File: config.mk
export PLATFORM = sky130hd
export DESIGN_NAME = gedd_queue
export DESIGN_NICKNAME = d
export VERILOG_FILES = /design/src/rtl/gedd_pkg.sv /design/src/rtl/gedd_queue.sv
export SDC_FILE = /design/constraint.sdc
export NUM_CORES = 1
export LEC_CHECK = 0
export BUFFER_PORTS_ARGS = -buffer_cell sky130_fd_sc_hd__buf_2
export CORE_MARGIN = 5
export CORE_UTILIZATION = 35
export CTS_BUF_LIST = sky130_fd_sc_hd__clkbuf_8
export DETAILED_ROUTE_END_ITERATION = 7
export MAX_ROUTING_LAYER = met4
export SYNTH_ARGS = -nofsm -noshare
export SYNTH_HDL_FRONTEND = slang
export SYNTH_SLANG_ARGS = --single-unit
File: constraint.sdc
create_clock -name clock -period 2.69 [get_ports clock]
set_input_delay 0.269 -clock clock [delete_from_list [all_inputs] [get_ports clock]]
set_output_delay 0.269 -clock clock [all_outputs]
set_load 0.01 [all_outputs]
File: src/rtl/gedd_pkg.sv
`timescale 1ns / 1ps
// Package for the gray error-diffusion dither: sizes, register indexes,
// the pixel item that the front hands to the back, and the shared arithmetic.
// No dependencies.
package gedd_pkg;

   // Line buffer and position sizes.
   localparam int MAX_WIDTH    = 1024;
   localparam int MAX_HEIGHT   = 4096;
   localparam int COL_W        = $clog2(MAX_WIDTH);
   localparam int ROW_W        = $clog2(MAX_HEIGHT);
   localparam int WIDTH_REG_W  = 11;
   localparam int HEIGHT_REG_W = 13;

   // Configuration port.
   localparam int CSR_INDEX_W = 1;
   localparam int CSR_DATA_W  = 13;
   localparam logic [CSR_INDEX_W-1:0] CSR_IMAGE_WIDTH  = 1'd0;
   localparam logic [CSR_INDEX_W-1:0] CSR_IMAGE_HEIGHT = 1'd1;

   // Queue between front and back.
   localparam int QUEUE_DEPTH = 4;
   localparam int QPTR_W      = $clog2(QUEUE_DEPTH);

   // Pixel and error widths.
   localparam int PIX_W = 8;
   localparam int ERR_W = 9;

   // Luma weights in 16-bit fixed point, plus the rounding constant.
   localparam logic [16:0] LUMA_R     = 17'd19595;
   localparam logic [16:0] LUMA_G     = 17'd38470;
   localparam logic [16:0] LUMA_B     = 17'd7471;
   localparam logic [23:0] LUMA_ROUND = 24'd32768;

   // One classified pixel as it travels through the queue.
   typedef struct packed {
      logic [PIX_W-1:0] gray;
      logic [COL_W-1:0] col;
      logic             has_upper;
      logic             has_left;
      logic             last;
   } gedd_item_type;

   // Gray value from RGB, rounded.
   function automatic logic [PIX_W-1:0] luma(input logic [PIX_W-1:0] r,
                                             input logic [PIX_W-1:0] g,
                                             input logic [PIX_W-1:0] b);
      logic [23:0] sum;
      sum = 24'(LUMA_R * 24'(r)) + 24'(LUMA_G * 24'(g)) + 24'(LUMA_B * 24'(b))
            + LUMA_ROUND;
      return sum[23:16];
   endfunction

   // Adds err*2/8 (or err*3/8 when three is set), rounded half up, clamped.
   function automatic logic [PIX_W-1:0] add_share(input logic [PIX_W-1:0] value,
                                                  input logic three,
                                                  input logic signed [ERR_W-1:0] err);
      logic signed [11:0] e_x;
      logic signed [11:0] scaled;
      logic signed [11:0] sum;
      e_x    = $signed({{(12-ERR_W){err[ERR_W-1]}}, err});
      scaled = (e_x <<< 1) + (three ? e_x : 12'sd0) + 12'sd4;
      sum    = $signed({4'b0, value}) + (scaled >>> 3);
      if (sum < 12'sd0) begin
         return '0;
      end else if (sum > 12'sd255) begin
         return '1;
      end else begin
         return sum[PIX_W-1:0];
      end
   endfunction

endpackage

File: src/rtl/gedd_queue.sv
`timescale 1ns / 1ps
// Short first-in first-out queue of pixel items between front and back.
// Depends on gedd_pkg.
module gedd_queue import gedd_pkg::*; (
   input  logic          clock,
   input  logic          reset,
   input  logic          push_valid,
   output logic          push_ready,
   input  gedd_item_type push_item,
   output logic          pop_valid,
   input  logic          pop_ready,
   output gedd_item_type pop_item
);

   gedd_item_type         slot_ff [QUEUE_DEPTH];
   logic [QPTR_W-1:0]     wr_ptr_ff, wr_ptr_in;
   logic [QPTR_W-1:0]     rd_ptr_ff, rd_ptr_in;
   logic [QPTR_W:0]       count_ff, count_in;
   logic                  do_push, do_pop;

   assign push_ready = (count_ff != (QPTR_W+1)'(QUEUE_DEPTH));
   assign pop_valid  = (count_ff != '0);
   assign pop_item   = slot_ff[rd_ptr_ff];
   assign do_push    = push_valid && push_ready;
   assign do_pop     = pop_valid && pop_ready;

   // Pointer and fill count bookkeeping.
   always_comb begin
      wr_ptr_in = do_push ? wr_ptr_ff + QPTR_W'(1) : wr_ptr_ff;
      rd_ptr_in = do_pop ? rd_ptr_ff + QPTR_W'(1) : rd_ptr_ff;
      count_in  = count_ff;
      if (do_push && !do_pop) begin
         count_in = count_ff + (QPTR_W+1)'(1);
      end else if (do_pop && !do_push) begin
         count_in = count_ff - (QPTR_W+1)'(1);
      end
   end

   always_ff @(posedge clock) begin
      if (reset) begin
         wr_ptr_ff <= '0;
         rd_ptr_ff <= '0;
         count_ff  <= '0;
      end else begin
         wr_ptr_ff <= wr_ptr_in;
         rd_ptr_ff <= rd_ptr_in;
         count_ff  <= count_in;
      end
   end

   // Storage slots carry no reset.
   always_ff @(posedge clock) begin
      if (do_push) begin
         slot_ff[wr_ptr_ff] <= push_item;
      end
   end

endmodule

==> run summary <==
Cell taking the most area after synthesis -> edfxtp_1
Fin. max-slew vios -> 0
Antenna-violating nets left -> 0
Initial antenna violation count -> 0
Worst min path class -> input port to register
Max Cap Viol -> 0
Port bufs -> 47
CTS resizes -> 0
Initial Util -> 36.0%
Final WS setup -> 0.462 ns
CTS tree -> built
Share of layout cells above drive strength 1 -> 42.8%
Post-Route WL -> 5750 um
Startpoint Class -> register
Average routed wire per standard cell -> 16.2 um
Status -> finished clean
DIE WIDTH -> 110 um
Post-synth top area share -> 71.7%
Slew @ Worst Pin -> 0.548 ns
Post-synth design cell area -> 3520 um2
Area fraction in compound gates after synthesis -> 1.42%
CTS root buffer -> clkbuf_8
TritonCTS Buffers -> 9
Clock skew -> 0.0113 ns
Largest family of logic cells by synthesized area -> multiplexers
VDD IR max -> 0.390 mV
Drt pass-1 iters -> 4
CP Buf/Inv Count -> 2
Max Root-Sink Buffers -> 2
Tot Pwr -> 0.00360 W
Clock slew at reported path FFs -> 0.10 ns
Mean post-synth cell area -> 22.4 um2
Synth Area in Simple Gates -> 2.49%
Met2 usage -> 16.6%
Vias in the first global route -> 1,636
First-pass GRT wire length -> 8590 um
CTS HTree Levels -> 3
Yosys warnings -> 0
Area growth syn-to-layout -> 16.9%
CP cell instances -> buf_4 -> mux4_2 -> buf_2
Post-Place Worst Slack -> 0.545 ns
Final nets -> 248
Vias per cell -> 4.48
Post-DP Area -> 3940 um2
Synth area leaders -> edfxtp_1 72%, mux4_2 13%, dfxtp_1 5.1%
Congestion Overflow GR -> 0
GPL Wtd Cong -> 0.710
Share of the clock period used by the worst path -> 82.8%
Type of destination of the critical path -> output port
Met1 Use GR -> 11.4%
DRT iter0 DRCs -> 48
Slowest stage delay, CP -> 0.69 ns
Antenna cells -> 0
Via Count -> 1,590
Final HPWL DP -> 3580 um
Syn nets -> 188
RSZ-0062 raised after global routing -> no
Synth Area in XOR/XNOR -> 0.996%
Final hold vios -> 0
Multiplexer share of the synthesized area -> 14.5%
Delay-heaviest family, CP -> flip-flops
Core ar. -> 9770 um2
Core Util, Final -> 42.1%
Synth unique cells -> 25
Post-CTS Hold Buffers -> 0
Worst skew pair latency -> 0.36 ns
Post-route cell area -> 4110 um2
Die area -> 12,200 um2
Highest-delay cell along the critical path -> dfxtp_2
GRT Overall Usage -> 10.2%
Synthesized flop and latch total -> 93
Synth Area in Adders -> 2.35%
Cell Rows -> 36
# clock sinks -> 93
Syn Inst Count -> 157
Kind of critical path -> register to output port
Rel. slew slack -> 63.5%
Register area share after synthesis -> 76.8%
P_leak -> 1.41 nW
Highest clock rate -> 0.449 GHz
Worst Path Arrival -> 1.96 ns
I/O pin cnt -> 48
CP max FO -> 15
# Post-CTS Setup Buffers -> 0
Fin Setup TNS -> 0 ns
# DRC -> 0
Tmin final -> 2.23 ns
Top Usage Layer GRT -> met2
Worst EP required -> 2.42 ns
Met3 usage -> 3.32%
Largest net degree at the start of global routing -> 22
Die height -> 110 um
Final setup fails -> 0
P per Cell Area -> 876 nW/um2
## state kept, by name, indices dropped and copies added, names as in the netlist, named ones only
signal and count:
count_ff 3, rd_ptr_ff 2, slot_ff 84, wr_ptr_ff 2
## metal layers
| layer | routed length [um] | vias up |
|---|---|---|
| met5 | 0 | - |
| met4 | 100 | 0 |
| met3 | 324 | 8 |
| met2 | 3010 | 33 |
| met1 | 2310 | 795 |
| li1 | - | 754 |
## worst paths after layout
kind | startpoint | end | slack [ns] | cells after the start
max | register | pop_item[2] | 0.46 | 3
min | push_item[4] | slot_ff[0][4]$_DFFE_PP_ | 0.12 | 1
max reg2reg | count_ff[0]$_SDFFE_PP0P_ | count_ff[2]$_SDFFE_PP0P_ | 0.56 | 8
min reg2reg | wr_ptr_ff[1]$_SDFFE_PP0P_ | wr_ptr_ff[1]$_SDFFE_PP0P_ | 0.51 | 2
## layout make-up
cell class / instances / area, um2
clock buffer: 9 / 124
clock inverter: 7 / 51.3
fill: 886 / 5660
inverter: 3 / 11.3
multi-input combinational: 56 / 767
sequential: 93 / 2700
tap: 133 / 166
timing repair buffer: 54 / 288
## synth_stat cells
| master | count |
|---|---|
| a21boi_4 | 1 |
| a21oi_1 | 1 |
| and2_1 | 4 |
| buf_2 | 2 |
| buf_6 | 2 |
| clkbuf_1 | 1 |
| dfxtp_1 | 9 |
| edfxtp_1 | 84 |
| fa_1 | 1 |
| ha_1 | 5 |
| inv_1 | 3 |
| mux2_4 | 1 |
| mux2i_1 | 2 |
| mux4_1 | 1 |
| mux4_2 | 20 |
| nand2_1 | 1 |
| nand2b_1 | 2 |
| nor2_1 | 7 |
| nor2_2 | 1 |
| o21ai_0 | 1 |
| o311ai_1 | 1 |
| o31ai_2 | 1 |
| or3_1 | 1 |
| or3_2 | 1 |
| xor2_1 | 4 |
## placed cells by master (no fill, tap or decap), types with 2 or more instances in the layout
cell type,count
and2_1,4
clkbuf_8,9
ha_1,5
dfxtp_1,8
mux2i_1,2
edfxtp_1,84
buf_4,7
xor2_1,4
nor2_1,7
inv_1,4
nand2b_1,2
buf_2,47
mux4_2,20
clkinv_4,3
## cells by family after synthesis
| group | after synthesis |
|---|---|
| adder cells (fa/ha/maj) | 6 |
| multiplexers | 24 |
| AO/OA/AOI/OAI | 5 |
| AND/OR/NAND/NOR | 17 |
| buffers and inverters | 8 |
| flip-flops | 93 |
| XOR/XNOR | 4 |
## where the power goes
part / switching, W / internal (W)
sequential: 0.000125 / 0.00176
combinational: 0.000422 / 0.000471
clock: 0.000485 / 0.000339
## through the flow
stage	hold slack, ns	std cells
finish	0.120	355
global route	0.0988	355
CTS	0.112	355
detailed placement	0.491	339
global placement	0.485	339
floorplan	0.368	157
Power figures use the tool's default switching activity.
