[src/rtl/gedd_pkg.sv]
`timescale 1ns / 1ps
// Package for the gray error-diffusion dither: sizes, register indexes,
// the pixel item that the front hands to the back, and the shared arithmetic.
// No dependencies.
package gedd_pkg;

   // Line buffer and position sizes.
   localparam int MAX_WIDTH    = 1024;
   localparam int MAX_HEIGHT   = 4096;
   localparam int COL_W        = $clog2(MAX_WIDTH);
   localparam int ROW_W        = $clog2(MAX_HEIGHT);
   localparam int WIDTH_REG_W  = 11;
   localparam int HEIGHT_REG_W = 13;

   // Configuration port.
   localparam int CSR_INDEX_W = 1;
   localparam int CSR_DATA_W  = 13;
   localparam logic [CSR_INDEX_W-1:0] CSR_IMAGE_WIDTH  = 1'd0;
   localparam logic [CSR_INDEX_W-1:0] CSR_IMAGE_HEIGHT = 1'd1;

   // Queue between front and back.
   localparam int QUEUE_DEPTH = 4;
   localparam int QPTR_W      = $clog2(QUEUE_DEPTH);

   // Pixel and error widths.
   localparam int PIX_W = 8;
   localparam int ERR_W = 9;

   // Luma weights in 16-bit fixed point, plus the rounding constant.
   localparam logic [16:0] LUMA_R     = 17'd19595;
   localparam logic [16:0] LUMA_G     = 17'd38470;
   localparam logic [16:0] LUMA_B     = 17'd7471;
   localparam logic [23:0] LUMA_ROUND = 24'd32768;

   // One classified pixel as it travels through the queue.
   typedef struct packed {
      logic [PIX_W-1:0] gray;
      logic [COL_W-1:0] col;
      logic             has_upper;
      logic             has_left;
      logic             last;
   } gedd_item_type;

   // Gray value from RGB, rounded.
   function automatic logic [PIX_W-1:0] luma(input logic [PIX_W-1:0] r,
                                             input logic [PIX_W-1:0] g,
                                             input logic [PIX_W-1:0] b);
      logic [23:0] sum;
      sum = 24'(LUMA_R * 24'(r)) + 24'(LUMA_G * 24'(g)) + 24'(LUMA_B * 24'(b))
            + LUMA_ROUND;
      return sum[23:16];
   endfunction

   // Adds err*2/8 (or err*3/8 when three is set), rounded half up, clamped.
   function automatic logic [PIX_W-1:0] add_share(input logic [PIX_W-1:0] value,
                                                  input logic three,
                                                  input logic signed [ERR_W-1:0] err);
      logic signed [11:0] e_x;
      logic signed [11:0] scaled;
      logic signed [11:0] sum;
      e_x    = $signed({{(12-ERR_W){err[ERR_W-1]}}, err});
      scaled = (e_x <<< 1) + (three ? e_x : 12'sd0) + 12'sd4;
      sum    = $signed({4'b0, value}) + (scaled >>> 3);
      if (sum < 12'sd0) begin
         return '0;
      end else if (sum > 12'sd255) begin
         return '1;
      end else begin
         return sum[PIX_W-1:0];
      end
   endfunction

endpackage

[src/rtl/gedd_front.sv]
`timescale 1ns / 1ps
// Front part: holds the image size registers, tracks the raster position,
// turns each RGB beat into a gray pixel item. Depends on gedd_pkg.
module gedd_front import gedd_pkg::*; (
   input  logic                   clock,
   input  logic                   reset,
   input  logic                   req_valid,
   output logic                   req_ready,
   input  logic [PIX_W-1:0]       req_red,
   input  logic [PIX_W-1:0]       req_green,
   input  logic [PIX_W-1:0]       req_blue,
   input  logic                   csr_valid,
   input  logic [CSR_INDEX_W-1:0] csr_index,
   input  logic [CSR_DATA_W-1:0]  csr_data,
   output logic                   push_valid,
   input  logic                   push_ready,
   output gedd_item_type          push_item
);

   logic [WIDTH_REG_W-1:0]  width_ff, width_in;
   logic [HEIGHT_REG_W-1:0] height_ff, height_in;
   logic [COL_W-1:0]        col_ff, col_in;
   logic [ROW_W-1:0]        row_ff, row_in;
   logic [WIDTH_REG_W-1:0]  width_eff;
   logic [HEIGHT_REG_W-1:0] height_eff;
   logic                    last_col, last_row, accept;

   // Zero counts as one, oversize saturates.
   always_comb begin
      if (width_ff == '0) begin
         width_eff = WIDTH_REG_W'(1);
      end else if (width_ff > WIDTH_REG_W'(MAX_WIDTH)) begin
         width_eff = WIDTH_REG_W'(MAX_WIDTH);
      end else begin
         width_eff = width_ff;
      end
      if (height_ff == '0) begin
         height_eff = HEIGHT_REG_W'(1);
      end else if (height_ff > HEIGHT_REG_W'(MAX_HEIGHT)) begin
         height_eff = HEIGHT_REG_W'(MAX_HEIGHT);
      end else begin
         height_eff = height_ff;
      end
   end

   assign last_col = (WIDTH_REG_W'(col_ff) + WIDTH_REG_W'(1)) == width_eff;
   assign last_row = (HEIGHT_REG_W'(row_ff) + HEIGHT_REG_W'(1)) == height_eff;

   assign req_ready  = push_ready;
   assign push_valid = req_valid;
   assign accept     = req_valid && push_ready;

   // Classify the pixel by its position.
   always_comb begin
      push_item.gray      = luma(req_red, req_green, req_blue);
      push_item.col       = col_ff;
      push_item.has_upper = (row_ff != '0);
      push_item.has_left  = (col_ff != '0);
      push_item.last      = last_col && last_row;
   end

   // Register writes restart the frame; accepted beats step the position.
   always_comb begin
      width_in  = width_ff;
      height_in = height_ff;
      col_in    = col_ff;
      row_in    = row_ff;
      if (csr_valid) begin
         if (csr_index == CSR_IMAGE_WIDTH) begin
            width_in = csr_data[WIDTH_REG_W-1:0];
         end else if (csr_index == CSR_IMAGE_HEIGHT) begin
            height_in = csr_data[HEIGHT_REG_W-1:0];
         end
         col_in = '0;
         row_in = '0;
      end else if (accept) begin
         if (last_col) begin
            col_in = '0;
            row_in = last_row ? '0 : row_ff + ROW_W'(1);
         end else begin
            col_in = col_ff + COL_W'(1);
         end
      end
   end

   always_ff @(posedge clock) begin
      if (reset) begin
         width_ff  <= WIDTH_REG_W'(1024);
         height_ff <= HEIGHT_REG_W'(1024);
         col_ff    <= '0;
         row_ff    <= '0;
      end else begin
         width_ff  <= width_in;
         height_ff <= height_in;
         col_ff    <= col_in;
         row_ff    <= row_in;
      end
   end

endmodule

[config.mk]
export PLATFORM = sky130hd
export DESIGN_NAME = gedd_front
export DESIGN_NICKNAME = d
export VERILOG_FILES = /design/src/rtl/gedd_pkg.sv /design/src/rtl/gedd_front.sv
export SDC_FILE = /design/constraint.sdc
export NUM_CORES = 1
export LEC_CHECK = 0
export BUFFER_PORTS_ARGS = -buffer_cell sky130_fd_sc_hd__buf_4
export CAP_MARGIN = 15
export CORE_MARGIN = 2
export CORE_UTILIZATION = 55
export DETAILED_ROUTE_END_ITERATION = 7
export GPL_ROUTABILITY_DRIVEN = 0
export MAX_ROUTING_LAYER = met4
export PLACE_DENSITY_LB_ADDON = 0.05
export SETUP_SLACK_MARGIN = 0.4
export SLEW_MARGIN = 0
export SYNTH_ARGS = -nofsm -noshare
export SYNTH_HDL_FRONTEND = slang
export SYNTH_SLANG_ARGS = --single-unit
[constraint.sdc]
create_clock -name clock -period 11.3 [get_ports clock]
set_clock_uncertainty 0.1 [all_clocks]
set_input_delay 0.565 -clock clock [delete_from_list [all_inputs] [get_ports clock]]
set_output_delay 0.565 -clock clock [all_outputs]
set_load 0.03 [all_outputs]
==> impl_results.md, run 1 <==
* Setup TNS at 0 ns
* Critical Path Fanout Max at 7
* DR WL/cell at 15.6 µm
* Top cell type's share of synthesized area at 26.3%
* Final setup viols at 0
* Rel. slew slack at 56.3%
* Clk_lat worst skew at 0.29 ns
* Setup CP Type: primary input to output pin
* Std cell rows at 46
* Post-synth ARST share at 0%
* RSZ-0062 raised after global routing: no
* Status: finished clean
* Die height at 132 µm
* Synth top area cells: fa_1 (26%), ha_1 (23%), dfxtp_1 (10%), inv_1 (8.9%), nand2_1 (3.6%)
* Fillers at 1502
* Number of global-route vias before repair at 7020
* Sequential fraction of the synthesis area at 10.2%
* Die ar. at 0.0175 mm²
* All-layer global routing usage at 24.9%
* Nets at 1401
* Layout cells sized above 1 at 8.30%
* First-pass GRT wire length at 34200 µm
* Avg Cell Area, Syn at 8.85 µm²
* Post-Syn Nets at 1353
* Io pins at 66
* Num CTS Buffers at 5
* Initial Utilization at 56.6%
* Clk buf depth at 2
* Worst-Margin Slew at 0.656 ns
* Setup bufs post-CTS at 0
* PortBufs at 65
* 1st-iter DRT viols at 296
* Startpoint Class: primary input
* DRT antenna net count at 0
* Fin crit share at 79.5%
* Initial DRT Pass Iterations at 6
* CTS tree: built
* # diodes at 0
* Post-synth top flop: dfxtp_1
* Clk sinks at 46
* Post-DP HPWL at 17400 µm
* Largest net degree at the start of global routing at 27
* Netlist cell types at 71
* Synth area leader: fa_1
* Critical path's largest stage delay at 0.55 ns
* Via count at 6929
* Final Hold Viols at 0
* CTS resizes at 0
* Critical path arrival at 8.32 ns
* Area of the core at 0.0160 mm²
* Synth Register Bits at 46
* Max-cap violations at 0
* CTS root buf: clkbuf_16
* # DRC at 0
* Final Critical Period at 8.99 ns
* Routed wire length at 20100 µm
* Cts hold-fix bufs at 0
* Die width at 132 µm
* Cells after Synth at 1024
* Final hold slack at 0.369 ns
* CP Capture Type: output pin
* Synth Warn # at 0
* Number of flops mapped to enable cells by yosys at 0
* Post-Syn Area at 0.00906 mm²
* Tightest Hold Check Type: register to register
* Syn-to-layout area delta at 8.60%
* Fmax at 111 MHz
* Clock-pin transition on the worst setup and hold timing paths at 0.06 ns
* Vias per cell at 5.38
* Initial antenna violation count at 0
* CP max-delay cell: fa_1
* Max Transition Viols Final at 0
* Overflow after GRT at 0
* Worst EP required at 10.64 ns
* H-tree depth at 2
## state kept, by name (all words and copies together) (netlist names)
signal	cells
col_ff	10
row_ff	12
height_ff	13
width_ff	11
## worst max-delay path: cells and delay by family
family                   cells  cell delay (ns)
XOR/XNOR                     2             0.32
adder cells (fa/ha/maj)     10             3.98
buffers and inverters        6             0.53
AO/OA/AOI/OAI                8             2.25
AND/OR/NAND/NOR              5             0.67
## through the flow
stage / instance area [µm²] / utilization, % / instances / worst slack, ns
finish: 9840 / 61.5 / 1288 / 2.31
global route: 9840 / 61.5 / 1288 / 1.69
CTS: 9840 / 61.5 / 1288 / 2.25
detailed placement: 9710 / 60.7 / 1281 / 2.29
global placement: 9710 / 60.7 / 1281 / 2.42
floorplan: 9060 / - / 1024 / 3.04
## cell type report
type	instances	area, µm²	share of cell area, %
clock buffer	7	133	1.35
multi-input combinational	740	7230	73.4
tap	216	270	2.75
inverter	214	803	8.16
timing repair buffer	65	488	4.96
sequential	46	921	9.36
## per-layer routing
layer | wire, µm | vias up | global-route usage, % | part of all wire [%]
met1 | 9060 | 3324 | 32.0 | 45
met4 | 295 | 0 | 5.44 | 1.5
met2 | 10200 | 111 | 42.9 | 51
met3 | 574 | 20 | 2.11 | 2.9
met5 | 0 | - | - | 0
li1 | - | 3474 | - | -
## Yosys cell counts (all sizes together), types with 4 or more instances
library cell,instances
o31ai,4
and3,8
ha,167
nand3b,5
a21o,5
buf,8
nor2b,6
a22oi,8
nand4,13
nand3,32
dfxtp,46
xnor2,32
o21ai,21
o21bai,4
o2111ai,4
nand2,86
nand2b,6
nor4,11
clkbuf,16
and2,7
nor2,41
or3,7
inv,214
or2,4
a31oi,7
nor3,18
xor2,15
fa,119
a21oi,60
## logic make-up after synthesis
family | after synthesis | share of synthesized area, %
AOI/OAI and AO/OA | 143 | 10.2
xor gates and xnor gates | 49 | 5.04
adders and majority gates | 286 | 49.3
buffers and inverters | 238 | 10.1
DFF | 46 | 10.2
muxes | 6 | 0.704
and+or+nand+nor | 256 | 14.5
## path summary, 6_finish.rpt
path	from	end	slack (ns)	cells past startpoint
setup / recovery	req_green[6]	push_item[20]	2.31	31
hold / removal	width_ff[7]$_SDFFE_PP0P_	width_ff[7]$_SDFFE_PP0P_	0.37	2
setup reg to reg	row_ff[0]$_SDFFE_PP0P_	row_ff[1]$_SDFFE_PP0P_	8.02	9
hold reg to reg	width_ff[7]$_SDFFE_PP0P_	width_ff[7]$_SDFFE_PP0P_	0.37	2
## cells in the final DEF (no fill, tap or decap), drive strengths merged, types with 7 or more instances in the layout
cell / netlist / final
nor4: 11 / 11
fa: 119 / 119
a21oi: 60 / 60
inv: 214 / 214
o21ai: 21 / 21
nor3: 18 / 18
a31oi: 7 / 7
nor2: 41 / 41
nand3: 32 / 32
or3: 7 / 7
xnor2: 32 / 32
buf: 8 / 65
a22oi: 8 / 8
ha: 167 / 167
xor2: 15 / 15
nand2: 86 / 86
dfxtp: 46 / 46
and3: 8 / 8
and2: 7 / 7
clkbuf: 16 / 7
nand4: 13 / 13
Power of run 1 is left out: the tool's default activity adds up to more than one toggle a clock period on the data nets, which glitch-free logic cannot reach.
==> run 2: changes to the inputs <==
Clock period 11.3 ns to 7.75 ns, I/O delays scaled along.
==> run 2 against run 1 <==
Worst setup slack worse by 2.2 ns. Global-route usage is 1.2 points higher. Die area stayed put. Via count is 3.7% higher. Critical path type unchanged. Core utilization is 4.2 points higher. Critical path depth is 2 higher. Final cell count is 3.0% higher. Flip-flop and latch count stayed put. Non-clock buffer count is 37 higher. First-iteration DRC count is 19% lower.
==> impl_results.md, run 2 (synthesized netlist as in run 1, its figures left out) <==
* Status: finished clean
* Tightest Hold Check Type: primary input to register
* Post-DP HPWL at 17700 µm (+1.3%)
* Post-route setup slack at 0.100 ns (-2.21 ns)
* # DRC at 0 (unchanged)
* Top flop regs: height_ff: 13 flops, row_ff: 12 flops, width_ff: 11 flops
* Rel. slew slack at 45.8% (-11 points)
* Routed wire length at 20800 µm (+3.4%)
* Commonest non-fill, non-tap cell in the layout: inv_1
* Layout cells sized above 1 at 15.4% (+7.1 points)
* Clk sinks at 46 (unchanged)
* Most frequent cells in the layout: inv_1 (209), ha_1 (155), fa_1 (117)
* Fin crit share at 98.7%
* Num CTS Buffers at 5 (unchanged)
* Worst min-delay path startpoint: csr_data[10]
* First-pass GRT wire length at 36000 µm (+5.1%)
* Nets at 1438 (+2.6%)
* Clk_lat worst skew at 0.29 ns (about the same)
* CTS root buf: clkbuf_16
* Setup CP Type: primary input to output pin
* RSZ-0062 raised after global routing: yes
* Critical Path Fanout Max at 3 (-4)
* Reg2reg end: row_ff[8]$_SDFFE_PP0P_
* Largest net degree at the start of global routing at 27 (unchanged)
* Critical R2R Launch: row_ff[0]$_SDFFE_PP0P_
* Initial DRT Pass Iterations at 5 (-1)
* Placed standard-cell area at 0.0100 mm² (+3.3%)
* Critical path's largest stage delay at 0.51 ns (-0.04 ns)
* CTS tree: built
* R2R Setup Slk at 4.42 ns (-3.60 ns)
* Final setup viols at 0 (unchanged)
* Syn-to-layout area delta at 16.1%
* Final Critical Period at 7.65 ns
* Overflow after GRT at 0 (unchanged)
* All-layer global routing usage at 26.1% (+1.2 points)
* H-tree depth at 2 (unchanged)
* # diodes at 0 (unchanged)
* Vias per cell at 5.42 (+0.75%)
* Max reg flops at 13 (unchanged)
* Final Hold Viols at 0 (unchanged)
* Hold Path Sink: height_ff[10]$_SDFFE_PP1P_
* Cells after DPL at 1309 (+2.2%)
* Reg area at 921 µm² (unchanged)
* Die width at 132 µm (unchanged)
* Hold Path Stages at 3 (+1)
* Top reg by flops: height_ff
* Reg2Reg Depth at 9 (unchanged)
* Initial Utilization at 56.6% (unchanged)
* Final instance area at 0.0105 mm² (+6.9%)
* Number of global-route vias before repair at 7435 (+5.9%)
* CP Capture Type: output pin
* Critical path arrival at 7.16 ns (-1.16 ns)
* PortBufs at 65 (unchanged)
* DR WL/cell at 15.7 µm (+0.42%)
* Worst-Margin Slew at 0.805 ns (+0.149 ns)
* Max-cap violations at 0 (unchanged)
* Clock-pin transition on the worst setup and hold timing paths at 0.06 ns (about the same)
* Via count at 7187 (+3.7%)
* CP max-delay cell: fa_1
* Initial antenna violation count at 0 (unchanged)
* Startpoint Class: primary input
* Setup WS pre-CTS at -0.191 ns (-2.48 ns)
* DRT antenna net count at 0 (unchanged)
* Cts hold-fix bufs at 0 (unchanged)
* Die height at 132 µm (unchanged)
* Multi-input gate area at 0.00757 mm² (+4.7%)
* Area of the core at 0.0160 mm² (unchanged)
* Clk buf depth at 2 (unchanged)
* Non-Filler Instances at 1326 (+3.0%)
* Final hold slack at 0.221 ns (-0.147 ns)
* Std cell rows at 46 (unchanged)
* Worst EP required at 7.26 ns (-3.38 ns)
* Fmax at 131 MHz
* Io pins at 66 (unchanged)
* Crit path max-delay family: adder cells
* Die ar. at 0.0175 mm² (unchanged)
* 1st-iter DRT viols at 240 (-19%)
* Fillers at 1407 (-6.3%)
* CP Buf/Inv Count at 8 (+2)
* Max Transition Viols Final at 0 (unchanged)
## run 2: changes by cell type in the layout (fill, tap and decap cells not counted), sizes merged
cell and change:
buf +37, clkinv +1
## run 2: what timing repair did
item,CTS,global route
buffers inserted,7,2
resized for setup,36,14
pin swaps,39,17
endpoints found under the setup margin,7,8
## run 2: cell type report
cell class | instances | area share, %
inverters | 214 | 7.64
well taps | 216 | 2.57
clock inverters | 1 | 0.0476
repair buffers | 102 | 7.71
clock buffers | 7 | 1.36
flip-flops and latches | 46 | 8.75
multi-input cells | 740 | 71.9
## run 2: metrics by stage
step	util [%]	TNS (ns)
3_3_place_gp	62.7	-0.194
5_1_grt	65.7	-0.847
6_report	65.7	0
4_1_cts	65.2	-0.348
2_1_floorplan	-	0
3_5_place_dp	62.7	-0.555
## run 2: tightest hold or removal path, delay by kind of cell
family	cells	cell delay [ns]
buf+inv	1	0.09
simple gates	2	0.11
## run 2: per-layer routing
layer  GRT usage [%]  routed length, µm
met5               -                  0
met4            5.68                359
met3            2.46                732
met2            45.4              10700
met1            33.0               9030
## run 2: worst max path at each step
| stage | from | end | depth (start not counted) |
|---|---|---|---|
| 6_report | req_green[5] | push_item[19] | 33 |
| 5_1_grt | req_green[5] | push_item[19] | 33 |
| 4_1_cts | req_green[5] | push_item[20] | 32 |
| 3_5_place_dp | req_green[6] | push_item[20] | 32 |
| 3_3_place_gp | req_green[5] | push_item[20] | 32 |
| 2_1_floorplan | req_green[5] | push_item[20] | 29 |
Power of run 2 is left out for the same reason.
